[src/rtl/hist_pkg.sv]
// Shared types and constants for the histogram accumulator.
package hist_pkg;

    localparam int SAMPLE_W      = 16;
    localparam int BIN_ADDR_W    = 16;
    localparam int COUNT_OUT_W   = 32;
    localparam int OPCODE_W      = 2;
    localparam int CFG_IDX_W     = 2;
    localparam int CFG_DATA_W    = 5;
    localparam int AXIS_BITS_W   = 5;
    localparam logic [AXIS_BITS_W-1:0] AXIS_BITS_RST = 5'd8;

    typedef enum logic [OPCODE_W-1:0] {
        OP_ACCUMULATE = 2'd0,
        OP_READ       = 2'd1,
        OP_READ_CLEAR = 2'd2,
        OP_IGNORE     = 2'd3
    } t_op;

    typedef enum logic [CFG_IDX_W-1:0] {
        CFG_AXIS_BITS  = 2'd0,
        CFG_TWO_DIM    = 2'd1,
        CFG_SIGNED     = 2'd2,
        CFG_UNUSED     = 2'd3
    } t_cfg_idx;

    // request from the front end into the counter store
    typedef struct packed {
        logic vld;
        t_op  op;
    } t_req;

endpackage

[src/rtl/hist_bin_map.sv]
// Sample to bin index mapping for 1D and joint 2D modes.
module hist_bin_map #(
    parameter int SAMPLE_BITS   = 16,
    parameter int BIN_ADDR_BITS = 16
) (
    input  logic [hist_pkg::SAMPLE_W-1:0]    i_sample_x,
    input  logic [hist_pkg::SAMPLE_W-1:0]    i_sample_y,
    input  logic [hist_pkg::AXIS_BITS_W-1:0] i_axis_bits,
    input  logic                             i_two_dim,
    input  logic                             i_signed,
    output logic [BIN_ADDR_BITS-1:0]         o_bin
);
    import hist_pkg::*;

    localparam int LIM_1D = (SAMPLE_BITS < BIN_ADDR_BITS) ? SAMPLE_BITS : BIN_ADDR_BITS;
    localparam int LIM_2D = (SAMPLE_BITS < BIN_ADDR_BITS / 2) ? SAMPLE_BITS
                                                              : BIN_ADDR_BITS / 2;
    localparam int WW     = SAMPLE_BITS + BIN_ADDR_BITS;

    logic [AXIS_BITS_W-1:0] bits_lo;
    logic [AXIS_BITS_W-1:0] lim;
    logic [AXIS_BITS_W-1:0] eff_bits;
    logic [AXIS_BITS_W-1:0] shamt;
    logic [SAMPLE_BITS-1:0] vx;
    logic [SAMPLE_BITS-1:0] vy;
    logic [SAMPLE_BITS-1:0] xi;
    logic [SAMPLE_BITS-1:0] yi;
    logic [SAMPLE_BITS-1:0] flip;
    logic [WW-1:0]          xw;
    logic [WW-1:0]          joint;

    always_comb begin
        bits_lo  = (i_axis_bits == '0) ? AXIS_BITS_W'(1) : i_axis_bits;
        lim      = i_two_dim ? AXIS_BITS_W'(LIM_2D) : AXIS_BITS_W'(LIM_1D);
        eff_bits = (bits_lo > lim) ? lim : bits_lo;
        shamt    = AXIS_BITS_W'(SAMPLE_BITS) - eff_bits;
        vx       = SAMPLE_BITS'(i_sample_x);
        vy       = SAMPLE_BITS'(i_sample_y);
        // signed layout: top bit of each axis index inverted
        flip     = i_signed ? (SAMPLE_BITS'(1) << (eff_bits - AXIS_BITS_W'(1))) : '0;
        xi       = (vx >> shamt) ^ flip;
        yi       = (vy >> shamt) ^ flip;
        xw       = WW'(xi);
        joint    = (xw << eff_bits) | WW'(yi);
        o_bin    = i_two_dim ? joint[BIN_ADDR_BITS-1:0] : xw[BIN_ADDR_BITS-1:0];
    end

endmodule

[config.mk]
export PLATFORM = sky130hd
export DESIGN_NAME = hist_bin_map
export DESIGN_NICKNAME = d
export VERILOG_FILES = /design/src/rtl/hist_pkg.sv /design/src/rtl/hist_bin_map.sv
export SDC_FILE = /design/constraint.sdc
export NUM_CORES = 1
export LEC_CHECK = 0
export ABC_AREA = 0
export BUFFER_PORTS_ARGS = -buffer_cell sky130_fd_sc_hd__buf_2
export CAP_MARGIN = 20
export CORE_MARGIN = 2
export CORE_UTILIZATION = 60
export DETAILED_ROUTE_END_ITERATION = 10
export PLACE_DENSITY = 0.82
export REMOVE_ABC_BUFFERS = 1
export SLEW_MARGIN = 5
export SYNTH_ARGS = -nofsm -noshare
export SYNTH_HDL_FRONTEND = slang
export SYNTH_SLANG_ARGS = --single-unit
[constraint.sdc]
create_clock -name vclk -period 10.5
set_input_delay 0.525 -clock vclk [all_inputs]
set_output_delay 0.525 -clock vclk [all_outputs]
set_load 0.02 [all_outputs]
After elaboration in Yosys (flattened, before gate mapping)
Cells that the tools add are included.
{"block": "totals", "reg_bits": 0}
{"block": "op_classes", "n_addsub": 2, "magnitude_cmp": 1, "shifts": 4, "muxes": 5, "bitwise_logic": 3, "reduce_logical": 1}
{"operator": "16-bit two-way mux", "count": 2}
{"operator": "16-bit by 5-bit right shift with 16-bit output", "count": 2}
{"operator": "16-bit bitwise XOR", "count": 2}
{"operator": "16-bit bitwise OR", "count": 1}
{"operator": "1-bit by 5-bit << shifter with 16-bit output (first input constant)", "count": 1}
{"operator": "16-bit by 5-bit << shifter with 16-bit output", "count": 1}
{"operator": "5-bit two-way mux", "count": 3}
{"operator": "5-bit > comparator", "count": 1}
{"operator": "5-bit zero test", "count": 1}
{"operator": "5-bit by 1-bit subtractor with 5-bit output (second input constant)", "count": 1}
{"operator": "5-bit subtractor (first input constant)", "count": 1}

Depth between registers and ports, before layout
Gate-level depths: netlist of the first run.
{"block": "depth", "depth_word": 11, "depth_mapped": 23, "mapped_depth_nobuf": 16}

Worst setup path after synthesis of the first run
No wires, ideal clock.
{"block": "synth_path", "kind": "input port to output port", "startpoint": "input port i_two_dim", "endpoint": "output port o_bin[9]", "arrival_time_ns": 5.786, "required_ns": 9.975, "slack_ns": 4.189, "path_stages": 23, "path_buffers": 8, "cell_sequence": "clkbuf_1 > inv_1 > buf_1 > ha_1 > o21ba_2 > buf_2 > o21ai_2 > buf_4 > buf_2 > clkbuf_1 > ha_1 > clkbuf_1 > clkbuf_1 > nand2_1 > a211oi_1 > nor3_1 > a311oi_1 > o22ai_1 > o21ai_1 > mux2_2 > and3_1 > nor4_1 > o41ai_1"}
{"block": "synth_between", "elab_chain_cells": 10, "elab_cells_between_ends": 14, "cone_classes": "add/sub: 2; order compare: 1; shift: 4; mux: 4; bitwise: 3"}
{"item": "start: declaration", "line_no": "hist_bin_map.sv:9", "rtl": "input logic i_two_dim,"}
{"item": "branches (longest 9 deep; another with 5-bit > comparator)"}
{"item": "16-bit two-way mux *", "line_no": "hist_bin_map.sv:45", "rtl": "o_bin = i_two_dim ? joint[BIN_ADDR_BITS-1:0] : xw[BIN_ADDR_BITS-1:0];"}
{"item": "end: declaration", "line_no": "hist_bin_map.sv:11", "rtl": "output logic [BIN_ADDR_BITS-1:0] o_bin"}
Every way passes the cells marked *.

Worst setup path in the final report of the first run
{"block": "layout_path", "startpoint": "input port i_two_dim", "endpoint": "output port o_bin[7]"}
The elaborated chain is that of the path after synthesis.

==> results of run 1 <==
==> worst paths after layout <==
path	end	start	slack (ns)
hold / removal	o_bin[1]	i_two_dim	1.65
setup / recovery	o_bin[7]	i_two_dim	3.24
==> power by group <==
group	internal (mW)	switching, mW
combinational	0.142	0.241
sequential	0	0
clock	0	0
==> stage by stage <==
stage	hold WS [ns]	instances	worst slack (ns)	utilization
after floorplan	1.18	422	3.97	-
after global placement	1.65	552	3.67	0.673
after detailed placement	1.64	552	3.47	0.673
after CTS	1.65	552	3.46	0.673
after global routing	1.69	553	2.87	0.675
final	1.65	553	3.24	0.675
==> layout by cell type (no fill, tap or decap), types with 7 or more instances in the layout <==
cell type  instances
a31oi_1           11
o211ai_1           7
ha_1               8
inv_1              9
nor3_1            14
a211oi_1          11
o21ai_0           14
a22oi_1            8
mux2i_1           37
nor2_1            36
nand2_1           46
nand2b_1          10
a21oi_1           29
nand3_1           25
xnor2_1           10
buf_2             55
==> layout make-up <==
class / instances / area, µm²
Fill cell: 460 / 1680
Tap cell: 70 / 87.6
Multi-Input combinational cell: 409 / 3030
Inverter: 13 / 48.8
Timing Repair Buffer: 61 / 320
==> Yosys cell counts, drive strengths merged, types with 5 or more instances <==
cell type  count
nand3         25
inv           12
clkbuf        13
a311oi         6
a22oi          9
mux2i         39
xnor2         10
a221oi         5
o21ai         24
buf           25
mux2           7
o211ai         8
o22ai          9
nand2         47
and3           6
nor2          36
a22o           5
nand2b        10
a31oi         11
nor3          14
mux4           6
a21oi         29
a211oi        11
ha             8
==> layer usage <==
metal | global-route usage | routed length [µm]
met2 | 0.605 | 5210
met3 | 0.0709 | 1650
met4 | 0.114 | 427
met1 | 0.539 | 4520
met5 | 0 | 0
==> worst max-delay path: cells and delay by family <==
kind	cells	cell delay [ns]
muxes	1	0.19
AOI/OAI and AO/OA	6	1.38
adders and majority gates	2	1.08
buffers and inverters	4	1.29
and+or+nand+nor	4	2.22
==> kinds of logic (layout without fill, tap and decap cells) <==
kind of cell | after synthesis | in the layout | share of synthesized area
adders and majority gates | 8 | 8 | 0.0308
buffers and inverters | 51 | 74 | 0.0686
AOI/OAI and AO/OA | 166 | 166 | 0.401
and+or+nand+nor | 171 | 171 | 0.276
xor gates and xnor gates | 12 | 12 | 0.0324
muxes | 52 | 52 | 0.191
==> out/metrics.cfg, run 1 <==
[power_and_ir_drop]
ir_drop_v=0.0000630
power.density_nw_per_um2=110
p_leak_nw=1.47
power_mw=0.383

[layout]
drive_gt1_frac=0.226
n_clock_buffer=0
syn_to_final_growth_pct=7.43
fin_area_um2=3490
final_nets=532
seq_cells=0
register_area_um2=0
n_antenna_cell=0

[worst_setup_path]
crit_chain=buf_2, inv_1, ha_1, o21bai_2, nor2_1, inv_2, ha_1, or3_1, nand2_1, o2111ai_1, nor2b_1, a32o_1, a22o_2, a32o_2, mux2i_4, o221ai_2, buf_2
cp_data_arrival_time_ns=6.73
crit_path_end_kind=output pin
critical_path_class=primary input to output pin
cp_slowest_cell=nand2_1
startpoint_type=primary input
cp_slowest_stage_delay_ns=0.74
critPathMaxFanout=31
crit_required_ns=9.98

[sta]
rsz0062_at_grt=no
min_period_ns=7.26
setup_viol=0
drv_slew=0
hold_viol_final=0
fin_tns_setup_ns=0
fmax_ghz=0.138
worstMarginPinSlew_ns=0.933
slew_headroom=0.377
finalCritPeriodShare=0.691

[logic_synthesis]
yosys-top-cells-area=mux2i_1 (11%), nand2_1 (5.3%), a21oi_1 (4.5%), nor2_1 (4.2%), mux4_2 (4.2%)
synth_area_per_cell_um2=7.06
synth-warning-count=0
yosysTopAreaCell=mux2i_1
synth_top_cell_area_share=0.114
yosysSeqAreaShare=0
netlist_instances=460
netlist_area_um2=3250
yosys.cell_types.count=90

[placement]
placed_area_um2=3480
io_buffers=55
gp_congestion=1.04
hpwl_mm=8.91

[routing]
drt_pass1_iterations=5
drtIter0Drc=596
post_drt_wl_per_cell_um=21.3
drc=0
finalWirelength_mm=11.8
viasPerCell=7.46
ant_nets=0
vias=4127

[floorplan]
dieArea_um2=6020
rows=26
initial_core_util=0.628
io_pins=55
die_h_um=77.6
core_um2=5170
die_w_um=77.6

[clock_tree]
cts_setup_buffers=0
cts.hold.buffers_added=0
cts_resized=0

[grt]
track_usage=0.387
grt_max_degree=48
antenna_found_initial=0
first_global_vias=3620
grt_overflow=0
grt_pass1_wl_mm=19.1

[min_path]
hp-class=primary input to output pin
hold_depth=3

[flow_run]
cap_viol_max_count=0

[status]
outcome=complete, no violations

No activity file was read; power rests on OpenSTA's default activity.
==> inputs of run 2 (changes only) <==
- clock period: 10.5 -> 6.8 ns (I/O delays scaled with it)
==> out/metrics.cfg, run 2 (same netlist as run 1, synthesis figures left out) <==
[routing]
viasPerCell=7.30
ant_nets=0
drtIter0Drc=515
vias=4074
drc=0
post_drt_wl_per_cell_um=20.8
drt_pass1_iterations=5
finalWirelength_mm=11.6

[worst_setup_path]
critPathMaxFanout=23
startpoint_type=primary input
cp_data_arrival_time_ns=5.79
crit_required_ns=6.46
critical_path_class=primary input to output pin
crit_path_end_kind=output pin

[sta]
slew_headroom=0.441
hold_viol_final=0
finalCritPeriodShare=0.901
fin_tns_setup_ns=0
drv_slew=0
worstMarginPinSlew_ns=0.835
min_period_ns=6.13
fmax_ghz=0.163
rsz0062_at_grt=no
setup_viol=0

[layout]
n_antenna_cell=0
n_clock_buffer=0
seq_cells=0
most-common-layout-cells=buf_2 (55), nand2_1 (46), mux2i_1 (37), nor2_1 (36), a21oi_1 (29)
register_area_um2=0
syn_to_final_growth_pct=8.59
final_nets=537
final_common_cell=buf_2
drive_gt1_frac=0.234

[power_and_ir_drop]
power_mw=0.592
p_leak_nw=1.50
power.density_nw_per_um2=168
ir_drop_v=0.000136

[floorplan]
die_w_um=77.6
dieArea_um2=6020
core_um2=5170
initial_core_util=0.628
io_pins=55
die_h_um=77.6
rows=26

[grt]
first_global_vias=3682
grt_overflow=0
track_usage=0.379
antenna_found_initial=0
grt_pass1_wl_mm=18.8
grt_max_degree=34

[status]
outcome=complete, no violations

[clock_tree]
cts_resized=0
cts_setup_buffers=0
cts.hold.buffers_added=0

[placement]
io_buffers=55
hpwl_mm=8.86
gp_congestion=0.996

[flow_run]
cap_viol_max_count=0

[min_path]
hp-class=primary input to output pin

-- run 2: cell count changes in the layout (fill, tap and decap cells not counted), sizes merged --
| cell | before | now |
|---|---|---|
| buf | 61 | 66 |
-- run 2: path summary, 6_finish.rpt --
kind  startpoint        end  slack (ns)  cells past startpoint
max    i_two_dim  o_bin[10]        0.67                     17
min    i_two_dim   o_bin[1]        1.30                      4
-- run 2: per-stage QoR --
stage | instance area [µm²] | worst slack [ns] | hold WS, ns | cells | util
2_1_floorplan | 3070 | 0.638 | 0.809 | 422 | -
3_3_place_gp | 3530 | 0.941 | 1.27 | 558 | 0.682
3_5_place_dp | 3530 | 0.873 | 1.28 | 558 | 0.682
4_1_cts | 3530 | 0.839 | 1.28 | 558 | 0.682
5_1_grt | 3530 | 0.408 | 1.36 | 558 | 0.682
6_report | 3530 | 0.671 | 1.30 | 558 | 0.682
-- run 2: critical path, stage by stage --
cell and delay (ns):
buf_2 0.39, inv_1 0.38, ha_1 0.46, o21ba_2 0.42, o21ai_4 0.27, ha_1 0.76, nor2_1 0.10, a31o_2 0.23
a311oi_1 0.57, xnor2_1 0.32, o221ai_1 0.31, nor2_1 0.15, a21oi_1 0.11, and3_1 0.27, a2111o_1 0.39, o211ai_2 0.13
buf_2 0.18
-- run 2: report_power, final --
group | switching, mW | internal, mW | total, mW
logic | 0.369 | 0.223 | 0.592
clock network | 0 | 0 | 0
registers | 0 | 0 | 0
-- run 2: layout make-up --
| cell class | instances | area (µm²) |
|---|---|---|
| multi-input combinational | 409 | 3030 |
| fill | 476 | 1650 |
| inverter | 13 | 48.8 |
| tap | 70 | 87.6 |
| timing repair buffer | 66 | 358 |
-- run 2: per-layer routing --
metal	wire length (µm)	vias up	global-route usage
li1	-	1864	-
met1	4690	1867	0.529
met2	5120	300	0.610
met3	1370	43	0.0372
met4	448	0	0.121
met5	0	-	0
